<file path="config.mk">
export PLATFORM = sky130hd
export DESIGN_NAME = ggm_front
export DESIGN_NICKNAME = d
export VERILOG_FILES = /design/src/sv/ggm_pkg.sv /design/src/sv/ggm_front.sv
export SDC_FILE = /design/constraint.sdc
export NUM_CORES = 2
export LEC_CHECK = 0
export BUFFER_PORTS_ARGS = -buffer_cell sky130_fd_sc_hd__buf_2
export CAP_MARGIN = 5
export CELL_PAD_IN_SITES_DETAIL_PLACEMENT = 1
export CELL_PAD_IN_SITES_GLOBAL_PLACEMENT = 2
export CORE_MARGIN = 8
export CORE_UTILIZATION = 43
export DETAILED_ROUTE_END_ITERATION = 10
export PLACE_DENSITY = 0.8
export SLEW_MARGIN = 20
export SYNTH_ARGS = -nofsm -noshare
export SYNTH_HDL_FRONTEND = slang
export SYNTH_SLANG_ARGS = --single-unit
</file>
<file path="constraint.sdc">
create_clock -name clock -period 13.5 [get_ports clock]
set_input_delay 0.675 -clock clock [delete_from_list [all_inputs] [get_ports clock]]
set_output_delay 0.675 -clock clock [all_outputs]
set_load 0.02 [all_outputs]
</file>
<file path="src/sv/ggm_pkg.sv">
// Shared definitions for the Godunov upwind gradient magnitude block.
// Holds the default difference width and the level-sign codes.
// No dependencies.
`default_nettype none

package ggm_pkg;

   // Default width of one signed fixed-point difference.
   localparam int DIFF_WIDTH_DEFAULT = 24;

   // Level-sign codes. Both patterns with the top bit set count as negative.
   typedef enum logic [1:0] {
      SIGN_ZERO    = 2'b00,
      SIGN_POS     = 2'b01,
      SIGN_NEG_TWO = 2'b10,
      SIGN_NEG     = 2'b11
   } level_sign_type;

endpackage : ggm_pkg

`default_nettype wire

</file>
<file path="src/sv/ggm_front.sv">
// Front end of the gradient magnitude pipeline: upwind part selection,
// squaring, per-axis maximum and the axis sum, in three register stages.
// Depends on ggm_pkg.
`default_nettype none

module ggm_front #(
   parameter int DIFF_WIDTH = ggm_pkg::DIFF_WIDTH_DEFAULT
) (
   input  wire logic                         clock,
   input  wire logic                         reset,
   input  wire logic                         enable,
   input  wire logic                         in_valid,
   input  wire logic signed [1:0]            level_sign,
   input  wire logic signed [DIFF_WIDTH-1:0] diff_x_back,
   input  wire logic signed [DIFF_WIDTH-1:0] diff_x_fwd,
   input  wire logic signed [DIFF_WIDTH-1:0] diff_y_back,
   input  wire logic signed [DIFF_WIDTH-1:0] diff_y_fwd,
   output logic                              out_valid,
   output logic [2*DIFF_WIDTH-1:0]           out_sum
);

   localparam int W    = DIFF_WIDTH;
   localparam int SQ_W = 2 * W - 1;

   // Magnitude of the wanted part of a difference, zero when that part is empty.
   // The most negative value maps to 2^(W-1), which still fits in W bits.
   function automatic logic [W-1:0] part_mag(input logic [W-1:0] v, input logic want_neg);
      logic [W-1:0] m;
      begin
         m = '0;
         if (want_neg && v[W-1]) begin
            m = ~v + {{(W-1){1'b0}}, 1'b1};
         end else if (!want_neg && !v[W-1]) begin
            m = v;
         end
         return m;
      end
   endfunction

   logic           active;
   logic           back_neg;
   logic [W-1:0]   mag_xb;
   logic [W-1:0]   mag_xf;
   logic [W-1:0]   mag_yb;
   logic [W-1:0]   mag_yf;
   logic [2*W-1:0] prod_xb;
   logic [2*W-1:0] prod_xf;
   logic [2*W-1:0] prod_yb;
   logic [2*W-1:0] prod_yf;

   logic            sq_valid_ff;
   logic [SQ_W-1:0] sq_xb_ff;
   logic [SQ_W-1:0] sq_xf_ff;
   logic [SQ_W-1:0] sq_yb_ff;
   logic [SQ_W-1:0] sq_yf_ff;
   logic            max_valid_ff;
   logic [SQ_W-1:0] max_x_in;
   logic [SQ_W-1:0] max_y_in;
   logic [SQ_W-1:0] max_x_ff;
   logic [SQ_W-1:0] max_y_ff;
   logic             sum_valid_ff;
   logic [2*W-1:0]   sum_in;
   logic [2*W-1:0]   sum_ff;

   // Decode the level sign: a positive sign takes the negative part of the
   // backward difference, a negative sign takes its positive part.
   always_comb begin
      unique case (ggm_pkg::level_sign_type'(level_sign)) inside
         ggm_pkg::SIGN_ZERO: begin
            active   = 1'b0;
            back_neg = 1'b0;
         end
         ggm_pkg::SIGN_POS: begin
            active   = 1'b1;
            back_neg = 1'b1;
         end
         ggm_pkg::SIGN_NEG, ggm_pkg::SIGN_NEG_TWO: begin
            active   = 1'b1;
            back_neg = 1'b0;
         end
         default: begin
            active   = 1'b0;
            back_neg = 1'b0;
         end
      endcase
   end

   // Select the upwind parts; a zero sign clears all four terms.
   always_comb begin
      mag_xb  = active ? part_mag(diff_x_back, back_neg)  : '0;
      mag_xf  = active ? part_mag(diff_x_fwd,  !back_neg) : '0;
      mag_yb  = active ? part_mag(diff_y_back, back_neg)  : '0;
      mag_yf  = active ? part_mag(diff_y_fwd,  !back_neg) : '0;
      prod_xb = {{W{1'b0}}, mag_xb} * {{W{1'b0}}, mag_xb};
      prod_xf = {{W{1'b0}}, mag_xf} * {{W{1'b0}}, mag_xf};
      prod_yb = {{W{1'b0}}, mag_yb} * {{W{1'b0}}, mag_yb};
      prod_yf = {{W{1'b0}}, mag_yf} * {{W{1'b0}}, mag_yf};
   end

   // Larger square on each axis, then the sum of both axes.
   always_comb begin
      max_x_in = (sq_xb_ff >= sq_xf_ff) ? sq_xb_ff : sq_xf_ff;
      max_y_in = (sq_yb_ff >= sq_yf_ff) ? sq_yb_ff : sq_yf_ff;
      sum_in   = {1'b0, max_x_ff} + {1'b0, max_y_ff};
   end

   // Valid bits of the three stages.
   always_ff @(posedge clock) begin
      if (reset) begin
         sq_valid_ff  <= 1'b0;
         max_valid_ff <= 1'b0;
         sum_valid_ff <= 1'b0;
      end else if (enable) begin
         sq_valid_ff  <= in_valid;
         max_valid_ff <= sq_valid_ff;
         sum_valid_ff <= max_valid_ff;
      end
   end

   // Data of the three stages.
   always_ff @(posedge clock) begin
      if (enable) begin
         sq_xb_ff <= prod_xb[SQ_W-1:0];
         sq_xf_ff <= prod_xf[SQ_W-1:0];
         sq_yb_ff <= prod_yb[SQ_W-1:0];
         sq_yf_ff <= prod_yf[SQ_W-1:0];
         max_x_ff <= max_x_in;
         max_y_ff <= max_y_in;
         sum_ff   <= sum_in;
      end
   end

   assign out_valid = sum_valid_ff;
   assign out_sum   = sum_ff;

endmodule : ggm_front

`default_nettype wire

</file>
==> flow_metrics.py <==
metrics = {
    "status": {
        "status": "complete, no violations",
    },
    "clocking": {
        "cts_setup_buffers": 0,
        "cts_made_buffers": 41,
        "cts_hold_buf": 0,
        "clk_pin_slew_ns": 0.06,
        "cts.sinks": 327,
        "htree_levels": 2,
        "post_cts_resized": 0,
        "cts_tree": "done",
        "clk_latency_ns": 0.59,
        "cts.path.max_buffers": 3,
        "cts_root_buffer": "clkbuf_16",
    },
    "power_and_ir_drop": {
        "power.total_w": 0.0157,
        "switching_share_pct": 53.9,
        "switching_power_w": 0.00845,
        "max-vdd-ir-drop_mv": 0.155,
        "power.density_nw_per_um2": 182,
        "internal_power_w": 0.00723,
        "p_seq_share_pct": 15.2,
        "p_clk_share_pct": 7.0,
        "combPwrFrac_pct": 77.8,
        "power_leakage_nw": 45.5,
    },
    "layout": {
        "final_cells": 11100,
        "area_growth_pct": 7.06,
        "multiInputGateArea_um2": 61200,
        "nets": 11200,
        "fillers": 21400,
        "seq_area_um2": 9790,
        "fin_util_pct": 46.4,
        "n_antenna_cell": 0,
        "layout-drive-gt1-share_pct": 5.48,
    },
    "setup_path": {
        "start_kind": "input port",
        "critPathSlowestCell": "xor2_1",
        "r2r_start": "max_x_ff[8]$_DFFE_PP_",
        "crit_arrival_ns": 11.97,
        "critical_path_required_ns": 13.84,
        "cp-end-kind": "flip-flop",
        "crit_fanout": 24,
        "critPathKind": "in2reg",
        "r2r-end": "out_sum[32]$_DFFE_PP_",
        "crit_path_max_incr_delay_ns": 0.85,
        "r2r_slack_ns": 9.01,
        "cp_common_cell": "fa_1",
        "worst_r2r_path_depth": 9,
    },
    "hold_path": {
        "hold_start": "reset",
        "hp-class": "in2reg",
        "min_to": "out_valid$_SDFFE_PP0P_",
        "min_path_cells": 2,
    },
    "sta": {
        "fmax_ghz": 0.0859,
        "maxSlewViolCount": 0,
        "setup_tns_ns": 0,
        "setup_viol": 0,
        "worst_slew_pin_slew_ns": 1.28,
        "relSlewSlack_pct": 14.3,
        "rsz0062_at_grt": "no",
        "post-route-period-util_pct": 86.2,
        "timing.final.ws_setup_ns": 1.86,
        "min_period_ns": 11.64,
        "hold_viol": 0,
        "skew_ns": 0.0291,
    },
    "synth": {
        "syn_area_per_cell_um2": 9.55,
        "yosysMostFrequentCell": "inv_1",
        "synth-seq-cells": 327,
        "synthTopCellsByCount": "inv_1 (2414), fa_1 (1692), ha_1 (802), nand2_1 (758), nor2_1 (646)",
        "synth_top_area_share_pct": 42.2,
        "yosys_warnings": 0,
        "syn_area_um2": 80300,
        "synthCells": 8411,
        "synth_cell_types": 99,
        "synth_edf_count": 324,
        "synthArstFlopShare_pct": 0,
        "synth_ff_type": "edfxtp_1",
        "yosysTopAreaCell": "fa_1",
        "ys_seq_area_share_pct": 12.2,
        "synth.area.top_cells": "fa_1 (42%), ha_1 (12%), edfxtp_1 (12%), inv_1 (11%), nand2_1 (3.5%)",
    },
    "placed_design": {
        "gp_congestion": 0.929,
        "dp_hpwl_um": 223000,
        "place_inst": 11100,
        "port_buffers": 150,
        "preCtsSetupSlack_ns": 1.40,
    },
    "grt": {
        "grt_pass1_vias": 66100,
        "grt_max_degree": 118,
        "grt_pass1_wl_um": 400000,
        "antenna_found_initial": 7,
        "track_usage_pct": 26.1,
        "grt_overflow": 0,
    },
    "floorplanning": {
        "fp-row-count": 158,
        "fp.dieArea_um2": 201000,
        "initial_core_util_pct": 43.3,
        "pin_count": 151,
        "fp.dieW_um": 448,
        "die_h_um": 448,
        "core_um2": 185000,
    },
    "routing": {
        "drc": 0,
        "ant_nets": 0,
        "viasPerCell": 5.20,
        "drt-initial-drc-count": 3164,
        "dr.pass1.iters": 7,
        "post_drt_wl_per_cell_um": 23.1,
        "num_vias": 57900,
        "routed_wl_um": 257000,
    },
    "flow_run": {
        "maxCapViolations": 0,
    },
}
-- how the worst max path moves through the flow --
stage	startpoint	endpoint
2_1_floorplan	diff_x_back[5]	sq_xb_ff[45]$_DFFE_PP_
3_3_place_gp	level_sign[1]	sq_xb_ff[45]$_DFFE_PP_
3_5_place_dp	level_sign[1]	sq_xb_ff[45]$_DFFE_PP_
4_1_cts	level_sign[1]	sq_xb_ff[45]$_DFFE_PP_
5_1_grt	level_sign[1]	sq_xb_ff[45]$_DFFE_PP_
6_report	level_sign[1]	sq_xb_ff[45]$_DFFE_PP_
-- sequential cells by signal, summed over array words and instances, names as in the netlist --
signal and count:
out_sum 48, max_x_ff 46, max_y_ff 46, sq_xb_ff 46, sq_xf_ff 46, sq_yb_ff 46
sq_yf_ff 46, max_valid_ff 1, out_valid 1, sq_valid_ff 1
-- stage by stage --
| stage | hold WS, ns | area, µm² |
|---|---|---|
| after floorplan | 0.460 | 80600 |
| after global placement | 0.479 | 84600 |
| after detailed placement | 0.494 | 84700 |
| after CTS | 0.249 | 86000 |
| after global routing | 0.284 | 86000 |
| final | 0.296 | 86000 |
-- area by class of cell --
cell class	count	share of cell area [%]
Clock inverter	22	0.298
Tap cell	2480	3.61
Clock buffer	52	1.25
Inverter	2440	10.7
Timing Repair Buffer	242	1.69
Sequential cell	327	11.4
Multi-Input combinational cell	5568	71.1
-- cell families after synthesis --
| group | share of synthesized area, % |
|---|---|
| adders and majority gates | 54.7 |
| and+or+nand+nor | 9.47 |
| DFF | 12.2 |
| muxes | 1.43 |
| other | 0.00935 |
| AOI/OAI and AO/OA | 6.34 |
| xor gates and xnor gates | 3.77 |
| buffers and inverters | 12.1 |
-- placed cells by master (no fill, tap or decap), types with 10 or more instances in the layout --
cell type / synthesis / layout
buf_4: 2 / 92
clkinv_1: 23 / 27
and4_1: 11 / 11
clkbuf_16: 0 / 41
o21ai_0: 131 / 131
o211ai_1: 12 / 12
nor2b_1: 35 / 34
ha_1: 802 / 802
fa_1: 1692 / 1692
a31oi_1: 25 / 24
o21bai_1: 31 / 31
nand2_1: 758 / 758
a2111oi_0: 12 / 11
and3_1: 23 / 23
clkbuf_1: 120 / 10
conb_1: 2 / 68
edfxtp_1: 324 / 324
nor4_1: 17 / 15
nand3_1: 51 / 51
a211oi_1: 25 / 25
or2_2: 15 / 15
inv_1: 2414 / 2414
o31a_1: 10 / 10
a21oi_1: 243 / 242
mux2_2: 89 / 89
or3_1: 15 / 15
o31ai_1: 25 / 20
nand4_1: 42 / 42
nand2b_1: 34 / 33
nor3_1: 51 / 51
and2_1: 25 / 25
a21o_1: 141 / 141
nor2_2: 12 / 14
o21a_1: 29 / 29
xor2_1: 121 / 120
nor2_1: 646 / 644
xnor2_1: 218 / 216
buf_2: 12 / 149
-- critical path, delay by kind of cell --
family                     cells  cell delay [ns]
AOI/OAI and AO/OA              9             3.08
buffers and inverters          6             1.10
adders and majority gates      8             3.88
and+or+nand+nor                5             2.15
xor gates and xnor gates       2             1.01
-- power by group through the flow --
stage | Sequential, W | Clock, W | Combinational, W
after global routing | 0.00241 | 0.00116 | 0.0135
after global placement | 0.00239 | 0 | 0.0119
after detailed placement | 0.00239 | 0 | 0.0121
after CTS | 0.00239 | 0.00113 | 0.0122
final | 0.00238 | 0.00110 | 0.0122
after floorplan | 0.00223 | 0 | 0.00793
-- routing by layer --
metal | global-route usage [%] | vias up | share of wire, %
met5 | 0 | - | 0.0070
met4 | 9.12 | 2 | 4.3
met3 | 2.49 | 393 | 4.3
met2 | 44.9 | 1304 | 49
met1 | 34.5 | 30500 | 42
li1 | - | 25800 | -
(Power assumes the default switching activity.)
