<file path="config.mk">
export PLATFORM = sky130hd
export DESIGN_NAME = ggm_root_cell
export DESIGN_NICKNAME = d
export VERILOG_FILES = /design/src/sv/ggm_pkg.sv /design/src/sv/ggm_root_cell.sv
export SDC_FILE = /design/constraint.sdc
export NUM_CORES = 1
export LEC_CHECK = 0
export BUFFER_PORTS_ARGS = -buffer_cell sky130_fd_sc_hd__buf_2
export CAP_MARGIN = 5
export CELL_PAD_IN_SITES_DETAIL_PLACEMENT = 0
export CELL_PAD_IN_SITES_GLOBAL_PLACEMENT = 2
export CORE_MARGIN = 10
export CORE_UTILIZATION = 30
export DETAILED_ROUTE_END_ITERATION = 12
export PLACE_DENSITY_LB_ADDON = 0.3
export SKIP_LAST_GASP = 1
export SLEW_MARGIN = 0
export SYNTH_ARGS = -nofsm -noshare
export SYNTH_HDL_FRONTEND = slang
export SYNTH_SLANG_ARGS = --single-unit
</file>
<file path="constraint.sdc">
create_clock -name clock -period 3.3 [get_ports clock]
set_clock_uncertainty 0.05 [all_clocks]
set_input_delay 0.66 -clock clock [delete_from_list [all_inputs] [get_ports clock]]
set_output_delay 0.66 -clock clock [all_outputs]
set_load 0.03 [all_outputs]
</file>
<file path="src/sv/ggm_pkg.sv">
// Shared definitions for the Godunov upwind gradient magnitude block.
// Holds the default difference width and the level-sign codes.
// No dependencies.
`default_nettype none

package ggm_pkg;

   // Default width of one signed fixed-point difference.
   localparam int DIFF_WIDTH_DEFAULT = 24;

   // Level-sign codes. Both patterns with the top bit set count as negative.
   typedef enum logic [1:0] {
      SIGN_ZERO    = 2'b00,
      SIGN_POS     = 2'b01,
      SIGN_NEG_TWO = 2'b10,
      SIGN_NEG     = 2'b11
   } level_sign_type;

endpackage : ggm_pkg

`default_nettype wire

</file>
<file path="src/sv/ggm_root_cell.sv">
// One cell of the square-root chain: brings down two radicand bits and
// decides one root bit per enabled clock; the next cell takes its state.
// Depends on ggm_pkg for the default width.
`default_nettype none

module ggm_root_cell #(
   parameter int WIDTH = ggm_pkg::DIFF_WIDTH_DEFAULT
) (
   input  wire logic               clock,
   input  wire logic               reset,
   input  wire logic               enable,
   input  wire logic               in_valid,
   input  wire logic [2*WIDTH-1:0] in_rad,
   input  wire logic [WIDTH-1:0]   in_rem,
   input  wire logic [WIDTH-1:0]   in_root,
   output logic                    out_valid,
   output logic [2*WIDTH-1:0]      out_rad,
   output logic [WIDTH-1:0]        out_rem,
   output logic [WIDTH-1:0]        out_root
);

   logic [WIDTH+1:0]   partial;
   logic [WIDTH+1:0]   trial;
   logic [WIDTH+1:0]   diff;
   logic               take;
   logic               valid_ff;
   logic [2*WIDTH-1:0] rad_in;
   logic [2*WIDTH-1:0] rad_ff;
   logic [WIDTH-1:0]   rem_in;
   logic [WIDTH-1:0]   rem_ff;
   logic [WIDTH-1:0]   root_in;
   logic [WIDTH-1:0]   root_ff;

   // Restoring step: try 4*root+1 against the remainder with two new bits.
   // Before the step the remainder is below 2^WIDTH and the root below
   // 2^(WIDTH-1), so the dropped top bits are always zero.
   always_comb begin
      partial = {in_rem, in_rad[2*WIDTH-1 -: 2]};
      trial   = {1'b0, in_root[WIDTH-2:0], 2'b01};
      diff    = partial - trial;
      take    = (partial >= trial);
      rem_in  = take ? diff[WIDTH-1:0] : partial[WIDTH-1:0];
      root_in = {in_root[WIDTH-2:0], take};
      rad_in  = {in_rad[2*WIDTH-3:0], 2'b00};
   end

   always_ff @(posedge clock) begin
      if (reset) begin
         valid_ff <= 1'b0;
      end else if (enable) begin
         valid_ff <= in_valid;
      end
   end

   always_ff @(posedge clock) begin
      if (enable) begin
         rad_ff  <= rad_in;
         rem_ff  <= rem_in;
         root_ff <= root_in;
      end
   end

   assign out_valid = valid_ff;
   assign out_rad   = rad_ff;
   assign out_rem   = rem_ff;
   assign out_root  = root_ff;

endmodule : ggm_root_cell

`default_nettype wire

</file>
==> results.cfg, run 1 <==
[clock_tree]
cts_hold_buf = 0
numClockSinks = 95
cts_setup_buffers = 0
cts_root_buffer = clkbuf_16
ctsHtreeMaxLevel = 3
numCtsBuffers = 9
clkLatencyLatePin_ns = 0.34
cts_tree = done
clk_pin_slew_worst_paths_ns = 0.07
cts_resized = 0
cts_buffer_depth = 2

[timing]
setup_viol_count_final = 0
setup_tns_ns = 0
worst_pin_slew_ns = 0.624
fin_ws_ns = 0.466
slew_headroom = 0.580
finalCritPeriodShare = 0.859
fmax_ghz = 0.353
final_hold_viol_count = 0
rsz0062_at_grt = no
fin_crit_ns = 2.83
final_max_slew_viol_count = 0

[floorplan]
core_area_um2 = 15900
dieHeight_um = 147
dieArea_um2 = 21700
io_pins = 197
row_count = 46
fp.dieW_um = 147
start_util = 0.305

[logic_synthesis]
seq_area_frac_synth = 0.586
synth_edf_count = 94
syn_area_per_cell_um2 = 12.7
ys.flop_type = edfxtp_1
synth-seq-cells = 95
async_flop_share = 0
syn_inst = 382
synth_area_um2 = 4850
ys_warn_count = 0
ys_types = 60

[power]
p_leak_nw = 2.86
vdd_drop_max_uv = 211
powerDensity_nw_per_um2 = 548

[setup_path]
worstSetupEndpoint = out_rem[21]
worstPathMaxFanout = 6
slowest_stage = or4b_2
end_kind = flip-flop
critPathKind = input port to flip-flop
reg2reg_to = out_valid
path_cells = buf_2, inv_1, ha_1, nand4_1, nor4_1, or4b_2, nand4_1, xor2_1, mux2_4
arrival_ns = 2.88
reg2reg_slack_ns = 2.67
critPathRequiredTime_ns = 3.35
max_stage_delay_ns = 0.62
r2r-start = out_valid
crit_top_cell = nand4_1
cp-start-kind = input port
startpoint = in_root[13]
reg2reg_depth = 2

[final_layout]
design_area_um2 = 6550
final_common_cell = buf_2
final_cell_mix = buf_2 (192), edfxtp_1 (94), inv_1 (35), ha_1 (25), buf_4 (22)
nets = 721
drive_above_1_share = 0.428
n_antenna_cell = 0
areaGrowthSynthToFinish_pct = 34.9

[routing]
drtAntennaViolNets = 0
totalWireLength_mm = 14.5
drtIter0Drc = 208
routed_via_density = 4.70
vias = 3839
dr.pass1.iters = 4
drc = 0
wl_per_cell_um = 17.7

[global_routing]
grt.overflow.total = 0
antenna_found_initial = 1
grt_max_degree = 66
grt_use_total = 0.132
grt_pass1_vias = 4022
grt_pass1_wl_mm = 22.8

[placed_design]
hpwl_mm = 11.8
placed_cell_area_um2 = 6200
io_buffers = 193
place_congestion = 0.857
preCtsSetupSlack_ns = 0.0969

[outcome]
status = finished clean

[run]
max_cap_violations = 0

[min_path]
hp-class = input port to flip-flop
[worst min-delay path by stage]
stage	startpoint	to	slack (ns)	cells after the start
after floorplan	out_valid	out_valid	0.58	2
after global placement	out_valid	out_valid	0.42	2
after detailed placement	out_valid	out_valid	0.44	2
after CTS	reset	out_valid	0.40	2
after global routing	reset	out_valid	0.40	2
final	reset	out_valid	0.41	2
[worst max-delay path: cells and delay by family]
kind          cells  cell delay, ns
mux               1            0.26
fa+ha+maj         1            0.38
buf+inv           2            0.13
simple gates      4            1.36
xor+xnor          1            0.09
[synthesized netlist by cell type, types with 2 or more instances]
cell type   n  area (um2)
a2111o_1    2        22.5
a211oi_1    6        45.0
a21o_1      4        30.0
a21oi_1    21         105
a21oi_2     2        17.5
a2bb2oi_1   2        17.5
a31o_2      2        17.5
a31oi_1     4        25.0
and2_1      2        12.5
and3_1      4        25.0
and4_1      3        26.3
buf_2       6        30.0
buf_4       2        15.0
clkbuf_1    4        15.0
edfxtp_1   94        2820
ha_1       25         313
inv_1      35         131
mux2_2      8        90.1
mux2_4      7         105
mux2i_1     2        20.0
nand2_1    21        78.8
nand3_1     5        25.0
nand3b_1    2        15.0
nand4_1     5        31.3
nor2_1     17        63.8
nor3_1      6        30.0
nor3b_1     3        22.5
nor4_1      2        12.5
o2111a_1    2        22.5
o2111ai_1   7        61.3
o211ai_1    2        15.0
o21a_1      9        67.6
o21ai_0    18        90.1
o221ai_1    2        17.5
o31a_1      3        26.3
o31ai_1     6        45.0
or3_1       4        25.0
xnor2_1     9        78.8
xor2_1      3        26.3
[cells by family after synthesis]
kind of cell	synth area share
compound gates	0.154
flops	0.586
simple gates	0.0846
buf+inv	0.0438
fa+ha+maj	0.0645
mux	0.0444
xor+xnor	0.0217
other cells	0.000773
[power breakdown]
part | switching, mW | internal [mW] | total, mW
logic | 0.570 | 0.319 | 0.889
registers | 0.0242 | 1.47 | 1.49
clock network | 0.458 | 0.748 | 1.21
[layout make-up]
class / count / area (um2)
flip-flops and latches: 95 / 2840
clock buffers: 10 / 229
clock inverters: 6 / 116
repair buffers: 215 / 1150
fillers: 1572 / 9340
inverters: 37 / 141
multi-input cells: 238 / 1800
well taps: 216 / 270
[registers in the layout (all words and copies together), names as in the netlist]
signal,count
out_rem,24
out_rad,46
out_valid,1
out_root,24
[routing by layer]
layer	GRT usage	vias to the layer above	wire, um
li1	-	1889	-
met1	0.170	1786	6670
met2	0.200	153	6370
met3	0.0513	11	1310
met4	0.0367	0	144
met5	0	-	0
[through the flow]
stage | hold WS (ns) | cells | util | total power [mW]
after CTS | 0.396 | 817 | 0.412 | 3.64
after global placement | 0.423 | 801 | 0.390 | 2.41
final | 0.414 | 817 | 0.412 | 3.59
after global routing | 0.400 | 817 | 0.412 | 3.76
after detailed placement | 0.439 | 801 | 0.390 | 2.42
after floorplan | 0.580 | 383 | - | 2.10
No activity file was read; power rests on OpenSTA's default activity.
==> run 2: changes to the inputs <==
- ABC_AREA: default -> 1
- CORE_UTILIZATION: 30 -> 25
- CTS_CLUSTER_SIZE: default -> 40
- clock period: 3.3 -> 2.4 ns (I/O delays scaled with it)
==> results.cfg, run 2 <==
[final_layout]
nets = 951
drive_above_1_share = 0.319
design_area_um2 = 7140
n_antenna_cell = 0
areaGrowthSynthToFinish_pct = 37.5
largest_reg_flops = 46
final_common_cell = nand2_1
final_cell_mix = nand2_1 (223), buf_2 (192), inv_1 (111), edfxtp_1 (94), buf_4 (41)

[clock_tree]
ctsHtreeMaxLevel = 3
clk_pin_slew_worst_paths_ns = 0.07
numCtsBuffers = 9
cts_hold_buf = 0
numClockSinks = 95
cts_root_buffer = clkbuf_16
clkLatencyLatePin_ns = 0.34
cts_buffer_depth = 2
cts_resized = 0
cts_setup_buffers = 0
cts_tree = done

[routing]
routed_via_density = 4.08
dr.pass1.iters = 5
drtIter0Drc = 209
wl_per_cell_um = 15.2
totalWireLength_mm = 16.7
drc = 0
drtAntennaViolNets = 0
vias = 4488

[setup_path]
crit_top_cell = nand2_1
cp-start-kind = input port
max_stage_delay_ns = 0.36
arrival_ns = 2.15
critPathKind = input port to flip-flop
worstSetupEndpoint = out_rem[6]
end_kind = flip-flop
cp_top_family = simple AND/OR/NAND/NOR gates
path_cells = buf_2, inv_1, ha_1, nand2_2, inv_2, nand2_1, nor4_1, buf_4, nand2_1, buf_4, nand4_1, nand2_1
critPathRequiredTime_ns = 2.45
r2r-start = out_valid
path_buf_inv = 5
slowest_stage = ha_1
worstPathMaxFanout = 13
reg2reg_slack_ns = 1.77
reg2reg_depth = 2
reg2reg_to = out_valid
crit_cells = 12
startpoint = in_root[17]

[timing]
fmax_ghz = 0.476
final_hold_viol_count = 0
final_max_slew_viol_count = 0
rsz0062_at_grt = no
fin_ws_ns = 0.299
fin_crit_ns = 2.10
setup_viol_count_final = 0
finalCritPeriodShare = 0.876

[outcome]
status = finished clean

[logic_synthesis]
ys_top_cells_by_area = edfxtp_1 (54%), nand2_1 (16%), inv_1 (8.0%), ha_1 (6.0%), nand4_1 (3.6%)
synth.most_common_cell = nand2_1
synth-seq-cells = 95
async_flop_share = 0
seq_area_frac_synth = 0.547
synth_area_um2 = 5190
ys_warn_count = 0
synth_top_cell_area_share = 0.544
ys.flop_type = edfxtp_1
yosysTopAreaCell = edfxtp_1
syn_area_per_cell_um2 = 8.88
ys_types = 30
synthTopCellsByCount = nand2_1 (223), inv_1 (111), edfxtp_1 (94), nand4_1 (30), nor2_1 (30)
syn_inst = 585
synth_edf_count = 94

[global_routing]
grt_pass1_vias = 4666
grt.overflow.total = 0
antenna_found_initial = 0
grt_pass1_wl_mm = 25.1
grt_use_total = 0.119
grt_max_degree = 68

[run]
max_cap_violations = 0

[power]
internal_power_mw = 3.16
combPwrFrac = 0.269
powerDensity_nw_per_um2 = 659
p_switching_mw = 1.55
p_seq_frac = 0.434
swShare = 0.329
vdd_drop_max_uv = 327
p_leak_nw = 3.71
power.share.clock = 0.298

[placed_design]
place_congestion = 0.842
placed_cell_area_um2 = 6860
hpwl_mm = 13.8
preCtsSetupSlack_ns = -0.0873
io_buffers = 193

[floorplan]
io_pins = 197
row_count = 52
dieHeight_um = 164
core_area_um2 = 20400
start_util = 0.255
fp.dieW_um = 164
dieArea_um2 = 26900

[min_path]
hp-class = input port to flip-flop
hp-start = reset
run 2: how the worst min path moves through the flow:
| stage | endpoint | slack [ns] | depth (start not counted) |
|---|---|---|---|
| after detailed placement | out_valid | 0.44 | 2 |
| after global placement | out_valid | 0.42 | 2 |
| final | out_valid | 0.23 | 2 |
| after floorplan | out_valid | 0.50 | 1 |
| after CTS | out_valid | 0.22 | 2 |
| after global routing | out_valid | 0.23 | 2 |
run 2: kinds of logic (layout without fill, tap and decap cells):
family	Yosys count	after routing	share of synthesized area
other	1	2	0.000722
buffers and inverters	124	369	0.0952
multiplexers	1	1	0.00193
AND/OR/NAND/NOR	313	313	0.259
flip-flops	95	95	0.547
XOR/XNOR	11	11	0.0186
AO/OA/AOI/OAI	15	15	0.0171
adder cells (fa/ha/maj)	25	25	0.0602
run 2: final cells by class:
class,instances,area (um2)
clock buffer,9,225
clock inverter,7,58.8
fill,2155,13200
inverter,114,428
multi-input combinational,367,1860
sequential,95,2840
tap,270,338
timing repair buffer,239,1390
run 2: stage by stage:
| stage | power (mW) | setup TNS (ns) | hold slack (ns) | utilization | cells |
|---|---|---|---|---|---|
| 2_1_floorplan | 2.85 | 0 | 0.502 | - | 586 |
| 6_report | 4.71 | 0 | 0.233 | 0.351 | 1101 |
| 4_1_cts | 4.80 | 0 | 0.220 | 0.351 | 1101 |
| 3_3_place_gp | 3.36 | -4.12 | 0.417 | 0.337 | 1085 |
| 3_5_place_dp | 3.37 | -1.69 | 0.435 | 0.337 | 1085 |
| 5_1_grt | 5.00 | 0 | 0.226 | 0.351 | 1101 |
run 2: layer usage:
| metal | GRT usage | vias to the layer above | share of wire | wire length, um |
|---|---|---|---|---|
| li1 | - | 2351 | - | - |
| met2 | 0.194 | 142 | 0.44 | 7410 |
| met3 | 0.0295 | 10 | 0.074 | 1240 |
| met4 | 0.0280 | 0 | 0.011 | 190 |
| met5 | 0 | - | 0 | 0 |
| met1 | 0.156 | 1985 | 0.47 | 7870 |
run 2: worst register-to-register path, stage by stage, from the launching register on:
cell and delay, ns:
dfxtp_1 0.31, mux2i_1 0.12, nor2_1 0.05
run 2: power by group through the flow:
stage	combinational [mW]	clock (mW)	sequential, mW
2_1_floorplan	0.437	0	2.42
3_3_place_gp	1.28	0	2.08
3_5_place_dp	1.29	0	2.08
4_1_cts	1.29	1.46	2.04
5_1_grt	1.40	1.53	2.06
6_report	1.27	1.40	2.04
